$ cat src/sv/rpgb_pkg.sv
// rpgb_pkg: pixel type, kernel weights, divisor and per-channel filter function
// for the RGB five-tap blur. No dependencies.
`timescale 1ns / 1ps

package rpgb_pkg;

  typedef struct packed {
    logic [7:0] r;
    logic [7:0] g;
    logic [7:0] b;
  } pixel_t;

  localparam int unsigned Taps        = 5;
  localparam int unsigned WinDepth    = 4;
  localparam int unsigned HalfWindow  = 2;
  localparam int unsigned PosLimit    = 4;
  localparam int unsigned NormDivisor = 1;
  // a divisor of zero behaves as one
  localparam int unsigned NormDiv     = (NormDivisor == 0) ? 1 : NormDivisor;
  localparam int unsigned Rounding    = 127;

  // reciprocal of the divisor; exact floor for any 17-bit sum and divisor up to 256
  localparam int unsigned RecipShift  = 25;
  localparam logic [25:0] NormRecip   =
      26'(((64'd1 << RecipShift) + 64'(NormDiv) - 64'd1) / 64'(NormDiv));

  localparam logic [6:0] KernelW [Taps] = '{7'd16, 7'd62, 7'd99, 7'd62, 7'd16};

  typedef logic [7:0] tap_vec_t [Taps];

  function automatic logic [7:0] blur_chan(input tap_vec_t taps);
    logic [16:0] acc;
    logic [42:0] prod;
    logic [16:0] quo;
    logic [16:0] rnd;
    logic [8:0]  shr;
    acc = '0;
    for (int t = 0; t < Taps; t++) begin
      acc = acc + 17'(taps[t]) * 17'(KernelW[t]);
    end
    prod = 43'(acc) * 43'(NormRecip);
    quo  = prod[41:25];
    rnd = quo + 17'(Rounding);
    shr = rnd[16:8];
    if (shr > 9'd255) begin
      return 8'hff;
    end
    return shr[7:0];
  endfunction

endpackage

$ cat src/sv/rgb_pixel_gaussian_blur_top.sv
// Five-tap Gaussian blur over an RGB pixel stream (16, 62, 99, 62, 16).
// Throughput is one pixel per clock while the output accepts. Each result is
// centred two pixels behind the newest input; neighbours outside the frame read as
// zero. A pixel flagged with frame_end_i releases up to three results (two pending
// centres and itself), one per clock through the single output register while the
// output accepts; the input stalls on that pixel until the last of them enters the
// output register. An input transfer reaches the result through a tap-snapshot
// register, then the filter and the output register. Depends on rpgb_pkg.
`timescale 1ns / 1ps

module rgb_pixel_gaussian_blur_top
  import rpgb_pkg::*;
(
  input  logic       clk_i,
  input  logic       rst_ni,
  input  logic       in_valid_i,
  output logic       in_ready_o,
  input  logic [7:0] pixel_red_i,
  input  logic [7:0] pixel_green_i,
  input  logic [7:0] pixel_blue_i,
  input  logic       frame_end_i,
  output logic       out_valid_o,
  input  logic       out_ready_i,
  output logic [7:0] blurred_red_o,
  output logic [7:0] blurred_green_o,
  output logic [7:0] blurred_blue_o,
  output logic       final_pixel_o
);

  pixel_t       win_q [WinDepth];
  logic [2:0]   pos_q;

  logic         hold_valid_q;
  pixel_t       hold_px_q [Taps];
  logic [1:0]   hold_idx_q;
  logic [1:0]   hold_last_q;
  logic         hold_end_q;

  logic         out_valid_q;
  logic [7:0]   out_r_q, out_g_q, out_b_q;
  logic         out_final_q;

  pixel_t       cur;
  logic         out_free;
  logic         hold_done;
  logic         in_xfer;
  logic         gen;
  logic [1:0]   lo_idx;
  pixel_t       ext [Taps + HalfWindow];
  tap_vec_t     tap_r, tap_g, tap_b;

  always_comb begin
    cur       = '{r: pixel_red_i, g: pixel_green_i, b: pixel_blue_i};
    out_free  = !out_valid_q || out_ready_i;
    hold_done = hold_valid_q && out_free && (hold_idx_q == hold_last_q);
    in_ready_o = !hold_valid_q || hold_done;
    in_xfer   = in_valid_i && in_ready_o;
    gen       = frame_end_i || (pos_q >= 3'd2);
    unique case (pos_q)
      3'd0:    lo_idx = 2'd2;
      3'd1:    lo_idx = 2'd1;
      default: lo_idx = 2'd0;
    endcase
  end

  // taps of the current centre, zeros past the last pixel
  always_comb begin
    for (int i = 0; i < Taps; i++) begin
      ext[i] = hold_px_q[i];
    end
    for (int i = Taps; i < Taps + HalfWindow; i++) begin
      ext[i] = '0;
    end
    for (int i = 0; i < Taps; i++) begin
      unique case (hold_idx_q)
        2'd0:    begin tap_r[i] = ext[i].r;     tap_g[i] = ext[i].g;     tap_b[i] = ext[i].b;     end
        2'd1:    begin tap_r[i] = ext[i + 1].r; tap_g[i] = ext[i + 1].g; tap_b[i] = ext[i + 1].b; end
        2'd2:    begin tap_r[i] = ext[i + 2].r; tap_g[i] = ext[i + 2].g; tap_b[i] = ext[i + 2].b; end
        default: begin tap_r[i] = '0;           tap_g[i] = '0;           tap_b[i] = '0;           end
      endcase
    end
  end

  // pixel window and frame position
  always_ff @(posedge clk_i or negedge rst_ni) begin
    if (!rst_ni) begin
      for (int i = 0; i < WinDepth; i++) begin
        win_q[i] <= '0;
      end
      pos_q <= '0;
    end else if (in_xfer) begin
      if (frame_end_i) begin
        for (int i = 0; i < WinDepth; i++) begin
          win_q[i] <= '0;
        end
        pos_q <= '0;
      end else begin
        win_q[0] <= cur;
        for (int i = 1; i < WinDepth; i++) begin
          win_q[i] <= win_q[i - 1];
        end
        if (pos_q < 3'(PosLimit)) begin
          pos_q <= pos_q + 3'd1;
        end
      end
    end
  end

  // snapshot control
  always_ff @(posedge clk_i or negedge rst_ni) begin
    if (!rst_ni) begin
      hold_valid_q <= 1'b0;
      hold_idx_q   <= '0;
      hold_last_q  <= '0;
      hold_end_q   <= 1'b0;
    end else if (in_xfer && gen) begin
      hold_valid_q <= 1'b1;
      hold_idx_q   <= lo_idx;
      hold_last_q  <= frame_end_i ? 2'd2 : 2'd0;
      hold_end_q   <= frame_end_i;
    end else if (hold_done) begin
      hold_valid_q <= 1'b0;
    end else if (hold_valid_q && out_free) begin
      hold_idx_q <= hold_idx_q + 2'd1;
    end
  end

  // snapshot taps, oldest first
  always_ff @(posedge clk_i) begin
    if (in_xfer && gen) begin
      hold_px_q[0] <= win_q[3];
      hold_px_q[1] <= win_q[2];
      hold_px_q[2] <= win_q[1];
      hold_px_q[3] <= win_q[0];
      hold_px_q[4] <= cur;
    end
  end

  always_ff @(posedge clk_i or negedge rst_ni) begin
    if (!rst_ni) begin
      out_valid_q <= 1'b0;
    end else if (hold_valid_q && out_free) begin
      out_valid_q <= 1'b1;
    end else if (out_ready_i) begin
      out_valid_q <= 1'b0;
    end
  end

  always_ff @(posedge clk_i) begin
    if (hold_valid_q && out_free) begin
      out_r_q     <= blur_chan(tap_r);
      out_g_q     <= blur_chan(tap_g);
      out_b_q     <= blur_chan(tap_b);
      out_final_q <= hold_end_q && (hold_idx_q == hold_last_q);
    end
  end

  assign out_valid_o     = out_valid_q;
  assign blurred_red_o   = out_r_q;
  assign blurred_green_o = out_g_q;
  assign blurred_blue_o  = out_b_q;
  assign final_pixel_o   = out_final_q;

  a_pos_range: assert property (@(posedge clk_i) disable iff (!rst_ni)
    pos_q <= 3'(PosLimit))
    else $error("frame position beyond limit");

  a_idx_order: assert property (@(posedge clk_i) disable iff (!rst_ni)
    hold_valid_q |-> hold_idx_q <= hold_last_q)
    else $error("centre index past last centre");

  a_in_when_done: assert property (@(posedge clk_i) disable iff (!rst_ni)
    (in_xfer && hold_valid_q) |-> (out_free && hold_idx_q == hold_last_q))
    else $error("transfer accepted over pending centres");

  a_end_clears: assert property (@(posedge clk_i) disable iff (!rst_ni)
    (in_xfer && frame_end_i) |=> (pos_q == 3'd0 && hold_valid_q))
    else $error("frame end did not flush");

  a_final_last: assert property (@(posedge clk_i) disable iff (!rst_ni)
    (hold_valid_q && out_free && hold_idx_q != hold_last_q) |=> !final_pixel_o)
    else $error("final marker before last centre");

endmodule

$ cat config.mk
export PLATFORM = sky130hd
export DESIGN_NAME = rgb_pixel_gaussian_blur_top
export DESIGN_NICKNAME = d
export VERILOG_FILES = /design/src/sv/rpgb_pkg.sv /design/src/sv/rgb_pixel_gaussian_blur_top.sv
export SDC_FILE = /design/constraint.sdc
export NUM_CORES = 1
export LEC_CHECK = 0
export BUFFER_PORTS_ARGS = -buffer_cell sky130_fd_sc_hd__buf_2
export CELL_PAD_IN_SITES_DETAIL_PLACEMENT = 0
export CELL_PAD_IN_SITES_GLOBAL_PLACEMENT = 1
export CORE_ASPECT_RATIO = 1.5
export CORE_MARGIN = 8
export CORE_UTILIZATION = 45
export DETAILED_ROUTE_END_ITERATION = 8
export PLACE_DENSITY_LB_ADDON = 0.1
export RECOVER_POWER = 25
export SLEW_MARGIN = 20
export SYNTH_ARGS = -nofsm -noshare
export SYNTH_HDL_FRONTEND = slang
export SYNTH_SLANG_ARGS = --single-unit
export TNS_END_PERCENT = 5
$ cat constraint.sdc
create_clock -name clk_i -period 19.05 [get_ports clk_i]
set_input_delay 0.9525 -clock clk_i [delete_from_list [all_inputs] [get_ports clk_i]]
set_output_delay 0.9525 -clock clk_i [all_outputs]
set_load 0.02 [all_outputs]
==> metrics.md <==
| Metric | Value |
|---|---|
| Run status | `complete, but fails checks` |
| Violated checks | `capacitance limit, slew limit` |
| Synth Cell Area | `23,410 um2` |
| Layout cell share with drive strength beyond 1 | `6.471%` |
| Clk sink count | `249` |
| Ports | `56` |
| Largest net degree at the start of global routing | `114` |
| Slew Limit Fails | `42` |
| Ys Warns | `0` |
| GR Overflow Total | `0` |
| Distinct cells, synth | `64` |
| Syn-to-layout area delta | `7.933%` |
| Minimum clock period | `10.24 ns` |
| CP max stage delay | `0.68 ns` |
| Clk_lat worst skew | `0.57 ns` |
| Post-route ant nets | `0` |
| WHS Path Cells | `0` |
| Crit-path max FO | `80` |
| Vias in the first global route | `16,920` |
| DRT Pass-1 Iters | `8` |
| Final hold violation count | `0` |
| FFs w/ async S/R, synth | `41.77%` |
| CTS Buf Count | `27` |
| Row count | `102` |
| PortBufs | `55` |
| DR DRC count | `0` |
| Final period util | `53.73%` |
| Critical path class | `flop to flop` |
| Clock tree buffer depth | `3` |
| Final TNS setup | `0 ns` |
| Slew @ Worst Pin | `2.421 ns` |
| Commonest cells after routing, fill and taps aside | `inv_1 (483), ha_1 (296), nand2_1 (245)` |
| Setup Buffers After CTS | `0` |
| Reg2Reg Depth | `33` |
| Clock skew | `0.02034 ns` |
| Crit path capture type | `flop` |
| Met3 Resource Use GR | `1.743%` |
| Worst setup margin | `8.815 ns` |
| CP required | `19.33 ns` |
| Wirelength per Cell | `17.11 um` |
| Total GRT Usage | `18.06%` |
| Maximum clock frequency | `97.70 MHz` |
| Final setup fails | `0` |
| Root buffer cell | `clkbuf_16` |
| GR Layer Usage met1 | `20.38%` |
| Core Area | `51,560 um2` |
| Number of synthesized flops with an enable pin | `145` |
| Register area share after synthesis | `29.72%` |
| Slowest-stage cell, CP | `buf_4` |
| Mapped Avg Cell Area | `10.01 um2` |
| H-tree levels | `1` |
| Ant. Diodes | `0` |
| CTS resizes | `0` |
| Cell area after layout | `25,260 um2` |
| Vias post-DR | `15,610` |
| Initial Utilization | `45.40%` |
| Initial antenna violation count | `0` |
| NumNets Final | `2,927` |
| TritonCTS clock tree | `built` |
| Most common cell after layout, fill and taps aside | `inv_1` |
| Clock transition at the registers of the reported paths | `0.07 ns` |
| Max cap viols | `1` |
| Dpl ws | `8.788 ns` |
| Dpl hpwl | `41,970 um` |
| RSZ-0062 raised after global routing | `false` |
| Post-CTS Hold Buffers | `0` |
| Max-slew headroom | `-61.39%` |
| Post-Syn Instances | `2,338` |
| Die W | `202.2 um` |
| FF+latch count, synth | `249` |
| Die height | `295.3 um` |
| Arrival @ worst endpoint | `10.51 ns` |
| 1st-iter DRT viols | `789` |
| Global-route met2 utilization | `35.19%` |
| Critical Path Source Type | `flop` |
| Busiest grt layer | `met2` |
| Vias/cell | `5.109` |
| DP Area | `24,360 um2` |
| Drt total wl | `52,290 um` |
| GP Congestion | `0.8665` |
| Die area | `59,720 um2` |
| HP Class | `flop to flop` |
| Main synth FF type | `edfxtp_1` |
| Global-route wire length before repair | `87,110 um` |
| Syn nets | `2,906` |
critical path, delay by kind of cell, from the launching register on:
| kind | cells | cell delay (ns) |
|---|---|---|
| AOI/OAI and AO/OA | 12 | 2.76 |
| xor gates and xnor gates | 2 | 0.59 |
| adders and majority gates | 11 | 4.67 |
| buffers and inverters | 6 | 1.11 |
| DFF | 1 | 0.46 |
| and+or+nand+nor | 2 | 0.32 |
layout make-up:
cell class | count | area [um2]
clock inverter | 17 | 177.7
inverter | 484 | 1819
multi-input combinational | 1532 | 14390
timing repair buffer | 65 | 326.6
sequential | 249 | 6957
tap | 676 | 845.8
fill | 4953 | 26300
clock buffer | 33 | 748.2
sequential cells by signal (all words and copies together), names as in the netlist:
register,cells
hold_valid_q,1
hold_end_q,1
blurred_red_o,8
final_pixel_o,1
out_valid_o,1
hold_idx_q,2
pos_q,3
blurred_green_o,8
blurred_blue_o,8
hold_px_q,120
win_q,96
cell usage after synthesis (6+ instances only):
| library cell | instances | share of area (%) |
|---|---|---|
| nand3_1 | 15 | 0.32 |
| a21boi_0 | 6 | 0.19 |
| inv_1 | 484 | 7.8 |
| dfrtp_1 | 104 | 11 |
| xnor2_1 | 45 | 1.7 |
| xor2_1 | 21 | 0.79 |
| a22oi_1 | 23 | 0.74 |
| a211oi_1 | 9 | 0.29 |
| nor2_1 | 59 | 0.95 |
| a222oi_1 | 39 | 1.7 |
| nor2b_1 | 6 | 0.16 |
| fa_1 | 239 | 20 |
| a21oi_1 | 49 | 1.0 |
| ha_1 | 300 | 16 |
| o31ai_1 | 10 | 0.32 |
| a31o_2 | 24 | 0.90 |
| buf_1 | 9 | 0.14 |
| a31oi_1 | 14 | 0.37 |
| edfxtp_1 | 145 | 19 |
| nand2_1 | 246 | 3.9 |
| a21o_1 | 17 | 0.55 |
| o21a_1 | 6 | 0.19 |
| o21ai_0 | 145 | 3.1 |
| o21bai_1 | 18 | 0.58 |
| or2_2 | 23 | 0.61 |
| and2_1 | 29 | 0.78 |
| nor3_1 | 21 | 0.45 |
| nand2b_1 | 107 | 2.9 |
| clkbuf_1 | 63 | 1.0 |
kinds of logic (layout without fill, tap and decap cells):
logic type               after synthesis  in the layout  share of synthesized area, %
AO/OA/AOI/OAI                        399            399                         11.49
XOR/XNOR                              68             68                         2.609
adder cells (fa/ha/maj)              539            539                         36.48
buffers and inverters                557            599                         8.965
flip-flops                           249            249                         29.72
multiplexers                           4              4                        0.1817
AND/OR/NAND/NOR                      522            522                         10.55
path summary, 6_finish.rpt:
path | to | from | slack, ns
setup / recovery | blurred_red_o[7] | hold_idx_q[0] | 8.81
max in group asynchronous | win_q[93] | rst_ni | 15.99
setup reg to reg | blurred_red_o[7] | hold_idx_q[0] | 8.81
min in group asynchronous | win_q[14] | rst_ni | 1.13
hold / removal | hold_px_q[0][14] | win_q[14] | 0.45
hold reg to reg | hold_px_q[0][14] | win_q[14] | 0.45
metal layers:
| layer | up-vias | wire, um |
|---|---|---|
| li1 | 7685 | - |
| met1 | 7681 | 21140 |
| met2 | 190 | 28320 |
| met3 | 58 | 1326 |
| met4 | 0 | 1500 |
| met5 | - | 0 |
metrics by stage:
stage | utilization, % | hold WS [ns] | std cells
after global placement | 47.25 | 0.4289 | 3006
after detailed placement | 47.25 | 0.4313 | 3006
final | 49.00 | 0.4466 | 3056
after CTS | 49.05 | 0.3713 | 3056
after global routing | 49.00 | 0.4564 | 3056
after floorplan | - | 0.4248 | 2338
Power is not shown: default switching activity piles up to over one toggle a cycle in this logic, so the estimate is an artifact.
